### config.mk
export PLATFORM = sky130hd
export DESIGN_NAME = proximity_hysteresis_qualifier
export DESIGN_NICKNAME = d
export VERILOG_FILES = /design/src/design/phq_pkg.sv /design/src/design/proximity_hysteresis_qualifier.sv
export SDC_FILE = /design/constraint.sdc
export NUM_CORES = 1
export LEC_CHECK = 0
export BUFFER_PORTS_ARGS = -buffer_cell sky130_fd_sc_hd__buf_2
export CORE_UTILIZATION = 60
export CTS_CLUSTER_DIAMETER = 100
export CTS_CLUSTER_SIZE = 12
export DETAILED_ROUTE_END_ITERATION = 8
export PLACE_DENSITY_LB_ADDON = 0.15
export SETUP_SLACK_MARGIN = 0.1
export SLEW_MARGIN = 20
export SYNTH_ARGS = -nofsm -noshare
export SYNTH_HDL_FRONTEND = slang
export SYNTH_SLANG_ARGS = --single-unit
export TNS_END_PERCENT = 1
### constraint.sdc
create_clock -name clock -period 15.7 [get_ports clock]
set_input_delay 1.57 -clock clock [delete_from_list [all_inputs] [get_ports clock]]
set_output_delay 1.57 -clock clock [all_outputs]
set_load 0.02 [all_outputs]
### src/design/phq_pkg.sv
// Package for the proximity hysteresis qualifier: event opcodes, register
// indexes and reset values. No dependencies.
package phq_pkg;

   localparam int unsigned DistWidth   = 16;
   localparam int unsigned WeightWidth = 4;
   localparam int unsigned OpWidth     = 3;

   localparam logic [DistWidth-1:0]   LOW_THRESHOLD_RESET_MM  = 16'd70;
   localparam logic [DistWidth-1:0]   HIGH_THRESHOLD_RESET_MM = 16'd75;
   localparam logic [WeightWidth-1:0] WEIGHT_CEILING_RESET    = 4'd2;
   localparam logic [WeightWidth-1:0] WEIGHT_MAX              = 4'd15;

   typedef enum logic [OpWidth-1:0] {
      OP_DISTANCE  = 3'd0,
      OP_TIMESTAMP = 3'd1,
      OP_FLUSH     = 3'd2,
      OP_SYNC      = 3'd3
   } opcode_type;

   typedef enum logic [1:0] {
      REG_LOW_THRESHOLD  = 2'd0,
      REG_HIGH_THRESHOLD = 2'd1,
      REG_WEIGHT_CEILING = 2'd2,
      REG_SENSOR_ENABLED = 2'd3
   } reg_index_type;

   typedef enum logic {
      KIND_PROXIMITY = 1'b0,
      KIND_FLUSH     = 1'b1
   } report_kind_type;

endpackage

### src/design/proximity_hysteresis_qualifier.sv
// An accepted beat is captured in the input register and decoded from there;
// a report passes through the output register onto rsp_. Throughput: one
// beat per cycle, bounded only by the single output register under rsp_stall.
// Reset (synchronous, active high) restores default thresholds and ceiling,
// disables the sensor, resets the qualifier state (the mode watches for far) and clears both valid flags.
// Top level of the proximity hysteresis qualifier; uses phq_pkg.
module proximity_hysteresis_qualifier (
   input  logic        clock,
   input  logic        reset,
   // event channel
   input  logic        req_valid,
   output logic        req_stall,
   input  logic [2:0]  req_opcode,
   input  logic [15:0] req_event_value,
   // report channel
   output logic        rsp_valid,
   input  logic        rsp_stall,
   output logic        rsp_report_kind,
   output logic        rsp_proximity_far,
   // register port
   input  logic        psel,
   input  logic        penable,
   input  logic        pwrite,
   input  logic [3:0]  paddr,
   input  logic [31:0] pwdata,
   output logic [31:0] prdata,
   output logic        pready
);

   // config registers
   logic [15:0] low_thr_ff,  low_thr_in;
   logic [15:0] high_thr_ff, high_thr_in;
   logic [3:0]  ceiling_ff,  ceiling_in;
   logic        enabled_ff,  enabled_in;

   // qualifier state
   logic        ts_seen_ff,   ts_seen_in;
   logic [15:0] latest_ff,    latest_in;
   logic        flush_pend_ff, flush_pend_in;
   logic        class_far_ff, class_far_in;
   logic [3:0]  weight_ff,    weight_in;
   logic        cross_high_ff, cross_high_in;
   logic        rpt_pend_ff,  rpt_pend_in;
   logic        rpt_far_ff,   rpt_far_in;

   // input register
   logic        in_valid_ff, in_valid_in;
   logic [2:0]  in_op_ff,    in_op_in;
   logic [15:0] in_val_ff,   in_val_in;

   // output register
   logic        out_valid_ff, out_valid_in;
   logic        out_kind_ff,  out_kind_in;
   logic        out_far_ff,   out_far_in;

   logic        req_take;
   logic        advance;
   logic        csr_write;
   logic [1:0]  csr_index;

   // qualify datapath
   logic        is_sync;
   logic        do_qualify;
   logic [15:0] q_dist;
   logic        q_near, q_far, q_classed;
   logic        q_class;
   logic [3:0]  q_base;
   logic [3:0]  q_weight;
   logic        q_reached;
   logic        q_mode_flip;
   logic        rp_after;

   assign pready    = 1'b1;
   assign csr_write = psel && penable && pwrite;
   assign csr_index = paddr[3:2];

   always_comb begin
      prdata = '0;
      unique case (phq_pkg::reg_index_type'(csr_index))
         phq_pkg::REG_LOW_THRESHOLD:  prdata = {16'd0, low_thr_ff};
         phq_pkg::REG_HIGH_THRESHOLD: prdata = {16'd0, high_thr_ff};
         phq_pkg::REG_WEIGHT_CEILING: prdata = {28'd0, ceiling_ff};
         phq_pkg::REG_SENSOR_ENABLED: prdata = {31'd0, enabled_ff};
         default:                     prdata = '0;
      endcase
   end

   // handshake: the input register moves on whenever the output register
   // is empty or being drained
   assign advance   = !out_valid_ff || !rsp_stall;
   assign req_stall = in_valid_ff && !advance;
   assign req_take  = req_valid && !req_stall;

   assign in_valid_in = req_take || (in_valid_ff && !advance);
   assign in_op_in    = req_take ? req_opcode      : in_op_ff;
   assign in_val_in   = req_take ? req_event_value : in_val_ff;

   // hysteresis classification and weight counter
   assign is_sync    = (in_op_ff == 3'(phq_pkg::OP_SYNC));
   assign q_dist     = is_sync ? latest_ff : in_val_ff;
   assign do_qualify = is_sync
                     ? (!flush_pend_ff && ts_seen_ff)
                     : (enabled_ff && !ts_seen_ff && in_op_ff == 3'(phq_pkg::OP_DISTANCE));
   assign q_near      = (q_dist <= low_thr_ff);
   assign q_far       = !q_near && (q_dist >= high_thr_ff);
   assign q_classed   = q_near || q_far;
   assign q_class     = q_classed ? q_far : class_far_ff;
   assign q_base      = (q_classed && (q_far != class_far_ff)) ? 4'd0 : weight_ff;
   assign q_weight    = (q_classed && q_base != phq_pkg::WEIGHT_MAX) ? q_base + 4'd1 : q_base;
   assign q_reached   = (q_weight >= ceiling_ff);
   // mode watches for far while near; a flip arms a report
   assign q_mode_flip = q_reached && (cross_high_ff != !q_class);
   assign rp_after    = rpt_pend_ff || (do_qualify && q_mode_flip);

   always_comb begin
      low_thr_in    = low_thr_ff;
      high_thr_in   = high_thr_ff;
      ceiling_in    = ceiling_ff;
      enabled_in    = enabled_ff;
      ts_seen_in    = ts_seen_ff;
      latest_in     = latest_ff;
      flush_pend_in = flush_pend_ff;
      class_far_in  = class_far_ff;
      weight_in     = weight_ff;
      cross_high_in = cross_high_ff;
      rpt_pend_in   = rpt_pend_ff;
      rpt_far_in    = rpt_far_ff;
      out_valid_in  = out_valid_ff && rsp_stall;
      out_kind_in   = out_kind_ff;
      out_far_in    = out_far_ff;

      if (in_valid_ff && advance) begin
         if (do_qualify) begin
            class_far_in = q_class;
            weight_in    = q_weight;
            if (q_reached) begin
               rpt_far_in = q_class;
            end
            if (q_mode_flip) begin
               cross_high_in = !q_class;
               rpt_pend_in   = 1'b1;
            end
         end
         if (is_sync) begin
            if (flush_pend_ff) begin
               flush_pend_in = 1'b0;
               out_valid_in  = 1'b1;
               out_kind_in   = phq_pkg::KIND_FLUSH;
               out_far_in    = 1'b0;
            end else begin
               ts_seen_in = 1'b0;
               if (rp_after) begin
                  rpt_pend_in  = 1'b0;
                  out_valid_in = 1'b1;
                  out_kind_in  = phq_pkg::KIND_PROXIMITY;
                  out_far_in   = q_reached && do_qualify ? q_class : rpt_far_ff;
               end
            end
         end else if (enabled_ff) begin
            if (in_op_ff == 3'(phq_pkg::OP_DISTANCE)) begin
               latest_in = in_val_ff;
            end else if (in_op_ff == 3'(phq_pkg::OP_TIMESTAMP)) begin
               ts_seen_in = 1'b1;
            end else if (in_op_ff == 3'(phq_pkg::OP_FLUSH)) begin
               flush_pend_in = 1'b1;
            end
         end
      end

      // register writes must arrive only while idle; the block does not enforce this
      if (csr_write) begin
         unique case (phq_pkg::reg_index_type'(csr_index))
            phq_pkg::REG_LOW_THRESHOLD:  low_thr_in  = pwdata[15:0];
            phq_pkg::REG_HIGH_THRESHOLD: high_thr_in = pwdata[15:0];
            phq_pkg::REG_WEIGHT_CEILING: ceiling_in  = pwdata[3:0];
            phq_pkg::REG_SENSOR_ENABLED: begin
               enabled_in = pwdata[0];
               if (pwdata[0]) begin
                  class_far_in  = 1'b0;
                  cross_high_in = 1'b1;
               end
            end
            default: ;
         endcase
      end
   end

   always_ff @(posedge clock) begin
      if (reset) begin
         low_thr_ff    <= phq_pkg::LOW_THRESHOLD_RESET_MM;
         high_thr_ff   <= phq_pkg::HIGH_THRESHOLD_RESET_MM;
         ceiling_ff    <= phq_pkg::WEIGHT_CEILING_RESET;
         enabled_ff    <= 1'b0;
         ts_seen_ff    <= 1'b0;
         latest_ff     <= '0;
         flush_pend_ff <= 1'b0;
         class_far_ff  <= 1'b0;
         weight_ff     <= '0;
         cross_high_ff <= 1'b1;
         rpt_pend_ff   <= 1'b0;
         rpt_far_ff    <= 1'b0;
         in_valid_ff   <= 1'b0;
         out_valid_ff  <= 1'b0;
      end else begin
         low_thr_ff    <= low_thr_in;
         high_thr_ff   <= high_thr_in;
         ceiling_ff    <= ceiling_in;
         enabled_ff    <= enabled_in;
         ts_seen_ff    <= ts_seen_in;
         latest_ff     <= latest_in;
         flush_pend_ff <= flush_pend_in;
         class_far_ff  <= class_far_in;
         weight_ff     <= weight_in;
         cross_high_ff <= cross_high_in;
         rpt_pend_ff   <= rpt_pend_in;
         rpt_far_ff    <= rpt_far_in;
         in_valid_ff   <= in_valid_in;
         out_valid_ff  <= out_valid_in;
      end
   end

   always_ff @(posedge clock) begin
      in_op_ff    <= in_op_in;
      in_val_ff   <= in_val_in;
      out_kind_ff <= out_kind_in;
      out_far_ff  <= out_far_in;
   end

   assign rsp_valid         = out_valid_ff;
   assign rsp_report_kind   = out_kind_ff;
   assign rsp_proximity_far = out_far_ff;

endmodule

==> qor.yml, run 1 <==
io_buffers: 63
cts_tree: "built"
first_global_vias: 3801
final_max_slew_viol_count: 0
firstDrtPassIters: 5
rrSetupSlack_ns: 9.37
ant_nets: 0
max_stage_delay_ns: 0.56
dieArea_sq_um: 8650
multi_input_area_sq_um: 2670
post-route-util: 0.689
seq_area_frac_synth: 0.389
maxCapViolations: 0
drive_above_1_share: 0.201
required_ns: 15.82
start_util: 0.630
fillers: 648
grt_overflow: 0
power_leakage_nw: 2.20
crit_chain: "nand3b_4 -> mux2_2 -> ha_1 -> nand4_1 -> or4_4 -> a311oi_2 -> a31o_1 -> nor3_1 -> a21oi_1 -> and2_1 -> ha_1 -> nand2_1 -> nor2_1 -> a21oi_1 -> o21ai_1 -> a22o_1 -> ha_1 -> nand2b_1 -> a21o_1 -> a21o_1 -> a21oi_1 -> nor2_1 -> a31o_1"
diodes: 0
finalPower_mw: 0.465
cpLargestDelayFamily: "compound AO/OA/AOI/OAI gates"
clkTransAtPathRegs_ns: 0.09
synth_cell_types: 67
setup_viol: 0
start_kind: "flop"
finalInstanceArea_sq_um: 5430
finClkSkew_ns: 0.0116
regArea_sq_um: 1930
critPathKind: "reg2reg"
cpMaxStageDelayCell: "or4_4"
layout_common_cells: "nand2_1 (74), dfxtp_1 (65), buf_2 (63)"
vias_per_cell: 5.68
rsz0062_at_grt: "no"
cp.arrival_ns: 6.45
cts_resized: 0
cts_buffers: 9
outcome: "finished clean"
min_period_ns: 6.33
ir_worst_vdd_uv: 63.3
drc: 0
syn_area_sq_um: 4970
insertion_delay_ns: 0.35
drt_iter0_drc: 141
grt_pass1_wl_microns: 17300
clock.fmax_ghz: 0.158
cts_root_buffer: "clkbuf_8"
finalCritPeriodShare: 0.403
clockBufferDepth: 2
die_h_microns: 93
antenna_found_initial: 0
area_growth_pct: 9.32
grt_util_all_layers: 0.258
worst_pin_slew_ns: 1.03
cts_setup_buffers: 0
synth_area_per_cell_sq_um: 9.20
cts-htree-levels: 3
endpoint_kind: "flop"
maxSlewHeadroom: 0.311
fin_setup_tns_ns: 0
gp_congestion: 0.870
synth-edff-count: 21
cts.hold.buffers_added: 0
ys_seq_elements: 86
core_area_sq_um: 7890
placed_cell_area_sq_um: 5240
fp.dieW_microns: 93
worst-path-buf-inv: 0
async_flop_share: 0
layout_commonest_cell: "nand2_1"
path_max_fanout: 20
wl_microns: 10600
clock_sinks: 86
yosys_warnings: 0
fin_nets: 690
num_rows: 32
hold_violations: 0
power.density_nw_per_um2: 85.6
wl_per_cell_microns: 15.2
min_path_type: "reg2reg"
dp_hpwl_microns: 7820
ios: 99
grt_max_degree: 54
dr_total_vias: 3967
synthFlopType: "dfxtp_1"
synthesis.instances: 540
[cell families (layout without fill, tap and decap cells)]
logic type,Yosys count,after routing,share of synthesized area
AO/OA/AOI/OAI,106,106,0.154
buffers and inverters,84,126,0.0856
XOR/XNOR,1,1,0.00176
other,2,17,0.00151
flip-flops,86,86,0.389
adder cells (fa/ha/maj),35,35,0.0881
multiplexers,55,55,0.117
AND/OR/NAND/NOR,171,171,0.163
[synthesized netlist by cell type (all sizes together), types with 2 or more instances]
master / instances / area (sq um)
nor4: 2 / 18.8
edfxtp: 21 / 631
clkbuf: 18 / 97.6
nand2b: 2 / 20.0
and2: 3 / 18.8
o21bai: 2 / 15.0
nor2: 48 / 188
a22o: 2 / 17.5
mux2: 15 / 169
a21o: 9 / 70.1
a31o: 2 / 17.5
dfxtp: 65 / 1300
nor3: 7 / 40.0
inv: 45 / 169
o41ai: 2 / 32.5
ha: 35 / 438
o211ai: 11 / 87.6
conb: 2 / 7.51
a2111oi: 2 / 55.1
or3: 3 / 18.8
a31oi: 3 / 25.0
and3: 2 / 12.5
buf: 21 / 159
o21a: 3 / 22.5
nor2b: 4 / 25.0
nand3: 9 / 45.0
mux2i: 39 / 390
a21oi: 49 / 260
a211oi: 2 / 15.0
or4: 2 / 18.8
nand4: 8 / 50.1
o21ai: 9 / 45.0
nand2: 74 / 278
[worst min-delay path: stages (launching register included)]
cell	delay, ns
dfxtp_1	0.32
nand2_1	0.06
a21oi_1	0.05
[power breakdown]
group / switching, mW / internal (mW) / total, mW
Sequential: 0.00433 / 0.232 / 0.237
Clock: 0.0812 / 0.0738 / 0.155
Combinational: 0.0439 / 0.0293 / 0.0732
[final timing paths]
kind | depth (start not counted) | start | end
max | 23 | in_op_ff[1] | rsp_report_kind
min | 2 | low_thr_ff[11] | low_thr_ff[11]
max reg2reg | 23 | in_op_ff[1] | rsp_report_kind
min reg2reg | 2 | low_thr_ff[11] | low_thr_ff[11]
[registers in the layout, summed over array words and instances (netlist names)]
signal / count
high_thr_ff: 16
rsp_valid: 1
rpt_pend_ff: 1
in_valid_ff: 1
rsp_report_kind: 1
cross_high_ff: 1
low_thr_ff: 16
ceiling_ff: 4
class_far_ff: 1
ts_seen_ff: 1
weight_ff: 4
enabled_ff: 1
rsp_proximity_far: 1
in_op_ff: 3
rpt_far_ff: 1
in_val_ff: 16
flush_pend_ff: 1
latest_ff: 16
[stage by stage]
stage | hold slack (ns) | setup slack [ns] | std cells
finish | 0.475 | 9.37 | 699
global route | 0.494 | 9.00 | 699
CTS | 0.475 | 9.42 | 699
detailed placement | 0.463 | 9.46 | 684
global placement | 0.449 | 9.61 | 684
floorplan | 0.443 | 10.03 | 555
[layout make-up]
type,count,area share
tap,102,0.0235
sequential,86,0.356
inverter,45,0.0311
multi-input combinational,385,0.492
clock buffer,9,0.0228
timing repair buffer,66,0.0622
clock inverter,6,0.0127
[metal layers]
layer / wire length (microns) / share of wire / track usage
met5: 0 / 0 / 0
met4: 281 / 0.027 / 0.113
met3: 406 / 0.038 / 0.0407
met2: 5570 / 0.53 / 0.471
met1: 4340 / 0.41 / 0.295
Power figures use the tool's default switching activity.
==> run 2: changes to the inputs <==
--- a/config.mk
+++ b/config.mk
@@ -6,7 +6,7 @@
 export NUM_CORES = 1
 export LEC_CHECK = 0
 export BUFFER_PORTS_ARGS = -buffer_cell sky130_fd_sc_hd__buf_2
-export CORE_UTILIZATION = 60
+export CORE_UTILIZATION = 56
 export CTS_CLUSTER_DIAMETER = 100
 export CTS_CLUSTER_SIZE = 12
 export DETAILED_ROUTE_END_ITERATION = 8
==> constraint.sdc (replaced) <==
create_clock -name clock -period 6.2 [get_ports clock]
set_input_delay 0.62 -clock clock [delete_from_list [all_inputs] [get_ports clock]]
set_output_delay 0.62 -clock clock [all_outputs]
set_load 0.02 [all_outputs]
==> run 2 against run 1 <==
Critical path depth did not move. Non-clock buffer count increased by 1. Worst hold slack worse by 0.048 ns. Via count fell by 0.81%. Sequential share of layout area is 0.22 points lower.
==> qor.yml, run 2 (same netlist as run 1, synthesis figures left out) <==
cts_root_buffer: "clkbuf_8"
endpoint_kind: "flop"
finalCritPeriodShare: 0.932
ir_worst_vdd_uv: 163
min-delay-start: "req_event_value[11]"
critPathKind: "reg2reg"
gp_congestion: 0.864
diodes: 0
insertion_delay_ns: 0.36
io_buffers: 63
grt_max_degree: 54
cp.arrival_ns: 5.89
clkTransAtPathRegs_ns: 0.10
fin_nets: 692
crit_path_frequent_cell: "ha_1"
required_ns: 6.31
final-instance-count-excl-fill: 705
cts_buffers: 9
final_max_slew_viol_count: 0
cts_setup_buffers: 0
vias_per_cell: 5.58
cpMaxStageDelayCell: "or4_4"
fin_setup_tns_ns: 0
outcome: "finished clean"
layout_commonest_cell: "nand2_1"
dp_hpwl_microns: 8030
firstDrtPassIters: 4
cts-htree-levels: 3
hold_path_depth: 1
drive_above_1_share: 0.207
die_h_microns: 96.2
grt_pass1_wl_microns: 17200
antenna_found_initial: 0
min_period_ns: 5.78
finalInstanceArea_sq_um: 5470
cts_tree: "built"
dieArea_sq_um: 9250
dpl.cell_count: 688
r2r-end: "rsp_report_kind"
wl_per_cell_microns: 15.5
path_max_fanout: 10
grt_overflow: 0
maxSlewHeadroom: 0.318
clockBufferDepth: 2
grt_util_all_layers: 0.244
setup_viol: 0
power_leakage_nw: 2.21
rsz0062_at_grt: "no"
reg2regPathDepth: 23
placed_cell_area_sq_um: 5250
dp_slack_ns: 0.206
rrSetupSlack_ns: 0.42
max_stage_delay_ns: 0.56
clock.fmax_ghz: 0.173
ant_nets: 0
power.density_nw_per_um2: 218
hold_violations: 0
maxCapViolations: 0
ios: 99
fillers: 740
drt_iter0_drc: 163
fp.dieW_microns: 96.2
core_area_sq_um: 8380
clock_sinks: 86
first_global_vias: 3714
drc: 0
start_kind: "flop"
start_util: 0.593
finClkSkew_ns: 0.0192
r2r_start: "in_op_ff[1]"
min_to: "in_val_ff[11]"
fin_ws_ns: 0.423
crit_chain: "nand3b_4 -> mux2_2 -> ha_1 -> nand4_1 -> or4_4 -> a311oi_2 -> a31o_1 -> nor3_1 -> a21oi_1 -> and2_1 -> ha_1 -> nand2_1 -> nor2_2 -> a21oi_1 -> o21ai_1 -> a22o_1 -> ha_1 -> nand2b_1 -> a21o_1 -> a21o_1 -> a21oi_2 -> nor2_1 -> a31o_1"
layout_common_cells: "nand2_1 (74), dfxtp_1 (65), buf_2 (63)"
min_path_type: "in2reg"
num_rows: 33
dr_total_vias: 3935
wl_microns: 10900
worst_pin_slew_ns: 1.02
area_growth_pct: 10.0
-- run 2: report_power, final --
| part | leakage (nW) | switching, mW | internal [mW] | total, mW |
|---|---|---|---|---|
| combinational | 1.38 | 0.112 | 0.0761 | 0.188 |
| sequential | 0.730 | 0.0117 | 0.589 | 0.601 |
| clock | 0.0948 | 0.212 | 0.190 | 0.402 |
| total | 2.21 | 0.336 | 0.855 | 1.19 |
-- run 2: final cells by class --
class                           count  area [sq um]  area share
Multi-Input combinational cell    386          2690       0.492
Clock buffer                       10           128      0.0234
Tap cell                          105           131      0.0240
Inverter                           45           169      0.0309
Sequential cell                    86          1930       0.353
Timing Repair Buffer               67           345      0.0632
Clock inverter                      6          70.1      0.0128
-- run 2: layer usage --
metal  track usage  vias to the layer above  share of wire
li1              -                     1967              -
met2         0.467                       90           0.54
met5             0                        -              0
met1         0.275                     1857           0.41
met3        0.0316                       21          0.033
met4        0.0833                        0          0.020
-- run 2: what timing repair did --
action / 4_1_cts / 5_1_grt
hold buffers: 0 / 0
endpoints found under the hold margin: 0 / 0
resized for setup: 0 / 2
endpoints found under the setup margin: 0 / 7
-- run 2: metrics by stage --
stage | hold WS (ns) | util | power, mW
after detailed placement | 0.464 | 0.626 | 0.799
after global placement | 0.451 | 0.626 | 0.792
after CTS | 0.419 | 0.650 | 1.19
after global routing | 0.418 | 0.652 | 1.24
after floorplan | 0.443 | - | 0.756
final | 0.427 | 0.652 | 1.19
-- run 2: worst max-delay path, delay by kind of cell (launching register included) --
| family | cells | cell delay, ns |
|---|---|---|
| AO/OA/AOI/OAI | 10 | 2.11 |
| AND/OR/NAND/NOR | 9 | 1.73 |
| adder cells (fa/ha/maj) | 3 | 0.75 |
| flip-flops | 1 | 0.54 |
| multiplexers | 1 | 0.40 |
-- run 2: worst max path at each step --
stage / cells past startpoint / startpoint / slack (ns) / endpoint
floorplan: 26 / in_op_ff[1] / 0.53 / rsp_proximity_far
global placement: 23 / in_op_ff[2] / 0.32 / rsp_report_kind
detailed placement: 23 / in_op_ff[2] / 0.21 / rsp_report_kind
CTS: 23 / in_op_ff[2] / 0.15 / rsp_report_kind
global route: 24 / in_op_ff[2] / 0.11 / rsp_proximity_far
finish: 23 / in_op_ff[1] / 0.42 / rsp_report_kind
==> run 3: changes to the inputs <==
--- a/config.mk
+++ b/config.mk
@@ -10,10 +10,11 @@
 export CTS_CLUSTER_DIAMETER = 100
 export CTS_CLUSTER_SIZE = 12
 export DETAILED_ROUTE_END_ITERATION = 8
+export GPL_TIMING_DRIVEN = 0
 export PLACE_DENSITY_LB_ADDON = 0.15
 export SETUP_SLACK_MARGIN = 0.1
 export SLEW_MARGIN = 20
 export SYNTH_ARGS = -nofsm -noshare
 export SYNTH_HDL_FRONTEND = slang
 export SYNTH_SLANG_ARGS = --single-unit
-export TNS_END_PERCENT = 1
+export TNS_END_PERCENT = 5
==> constraint.sdc (replaced) <==
create_clock -name clock -period 6.6 [get_ports clock]
set_input_delay 0.66 -clock clock [delete_from_list [all_inputs] [get_ports clock]]
set_output_delay 0.66 -clock clock [all_outputs]
set_load 0.02 [all_outputs]
==> run 3 against run 2 <==
Fmax decreased by 3.7%. Combinational power up 2%. Flip-flop and latch count is the same. Setup slack improved by 0.18 ns. Utilization is 2.4 points higher. Sequential share of layout area is 1.2 points lower. Sequential power down 6.3%. Register-to-register slack improved by 0.18 ns. Power shrank 7.3%. Critical path type unchanged. Largest cell class unchanged. Highest routed layer unchanged.
==> qor.yml, run 3 (same netlist as run 1, synthesis figures left out) <==
outcome: "finished clean"
layout_common_cells: "nand2_1 (74), dfxtp_1 (65), buf_2 (63)"
firstDrtPassIters: 4
diodes: 0
worst-path-buf-inv: 2
power.density_nw_per_um2: 195
clockBufferDepth: 2
drive_above_1_share: 0.226
grt_pass1_wl_microns: 18400
min-delay-start: "req_event_value[11]"
ant_nets: 0
worst_pin_slew_ns: 0.783
r2r_start: "in_op_ff[1]"
finalInstanceArea_sq_um: 5670
maxSlewHeadroom: 0.478
cts_buffers: 9
dr_total_vias: 4094
power_leakage_nw: 2.32
cts-htree-levels: 3
start_util: 0.593
critPathCapture: "rsp_report_kind"
reg2regPathDepth: 25
post-route-util: 0.676
die_h_microns: 96.2
cpMaxStageDelayCell: "or4_4"
path_max_fanout: 19
clkTransAtPathRegs_ns: 0.09
insertion_delay_ns: 0.36
first_global_vias: 3979
cp.arrival_ns: 6.13
final_max_slew_viol_count: 0
r2r-end: "rsp_report_kind"
clock_sinks: 86
timing.hold.ws_ns: 0.468
cts_tree: "built"
finClkSkew_ns: 0.00646
drt_iter0_drc: 142
clock.fmax_ghz: 0.167
wl_per_cell_microns: 15.5
vias_per_cell: 5.55
multi_input_area_sq_um: 2680
max_stage_delay_ns: 0.58
drc: 0
num_rows: 33
fillers: 724
min_period_ns: 6.00
layout_commonest_cell: "nand2_1"
wl_microns: 11400
area_growth_pct: 14.0
fin_ws_ns: 0.601
placed_cell_area_sq_um: 5490
ir_worst_vdd_uv: 171
fin_nets: 725
required_ns: 6.73
dp_slack_ns: 0.0823
dp_hpwl_microns: 8920
rsz0062_at_grt: "no"
crit_path_frequent_cell: "ha_1"
start_kind: "flop"
maxCapViolations: 0
fin_setup_tns_ns: 0
startpoint: "in_op_ff[1]"
hold_violations: 0
hold_path_depth: 1
grt_max_degree: 20
grt_util_all_layers: 0.264
fp.dieW_microns: 96.2
cts_root_buffer: "clkbuf_8"
rrSetupSlack_ns: 0.60
setup_viol: 0
regArea_sq_um: 1930
grt_overflow: 0
gp_congestion: 0.969
cpLargestDelayFamily: "compound AO/OA/AOI/OAI gates"
ios: 99
path_depth: 25
io_buffers: 62
core_area_sq_um: 8380
endpoint_kind: "flop"
dieArea_sq_um: 9250
antenna_found_initial: 0
critPathKind: "reg2reg"
finalCritPeriodShare: 0.909
min_path_type: "in2reg"
-- run 3: changes by cell type in the layout (fill, tap and decap cells not counted), moves of 3 or more --
| cell | change |
|---|---|
| buf_4 | +13 |
| clkbuf_1 | +13 |
| buf_6 | +3 |
| clkbuf_8 | +3 |
-- run 3: repair_timing --
item	in CTS	in global routing
hold buffers	0	0
buffers inserted	0	0
endpoints found under the setup margin	3	4
resized for setup	0	1
pin swaps	0	0
-- run 3: worst register-to-register path, delay by kind of cell, from the launching register on --
family                   cells  cell delay, ns
AO/OA/AOI/OAI               10            2.00
adder cells (fa/ha/maj)      3            0.76
buffers and inverters        2            0.36
flip-flops                   1            0.52
multiplexers                 1            0.41
AND/OR/NAND/NOR              9            1.73
-- run 3: report_power, final --
part | internal [mW] | switching, mW | total (mW)
sequential | 0.553 | 0.00979 | 0.563
clock | 0.141 | 0.208 | 0.349
combinational | 0.0816 | 0.111 | 0.192
-- run 3: metrics by stage --
step	instances	power, mW
final	738	1.10
after floorplan	555	0.710
after CTS	738	1.11
after global routing	738	1.15
after global placement	722	0.758
after detailed placement	723	0.764
-- run 3: routing by layer --
layer | GRT usage | part of all wire | vias to the layer above
li1 | - | - | 2029
met1 | 0.304 | 0.43 | 1918
met2 | 0.476 | 0.50 | 120
met3 | 0.0403 | 0.041 | 27
met4 | 0.126 | 0.034 | 0
met5 | 0 | 0 | -
-- run 3: cell type report --
| cell class | count | area share |
|---|---|---|
| well taps | 105 | 0.0232 |
| clock inverters | 7 | 0.00994 |
| clock buffers | 9 | 0.0219 |
| inverters | 45 | 0.0298 |
| flip-flops and latches | 86 | 0.341 |
| multi-input cells | 385 | 0.473 |
| plain buffers | 38 | 0.0446 |
| repair buffers | 63 | 0.0568 |
-- run 3: worst min-delay path by stage --
| stage | to | slack [ns] |
|---|---|---|
| 6_report | in_val_ff[11] | 0.47 |
| 2_1_floorplan | rpt_pend_ff | 0.44 |
| 5_1_grt | in_val_ff[1] | 0.45 |
| 3_5_place_dp | rpt_pend_ff | 0.46 |
| 3_3_place_gp | rpt_pend_ff | 0.45 |
| 4_1_cts | in_val_ff[11] | 0.46 |
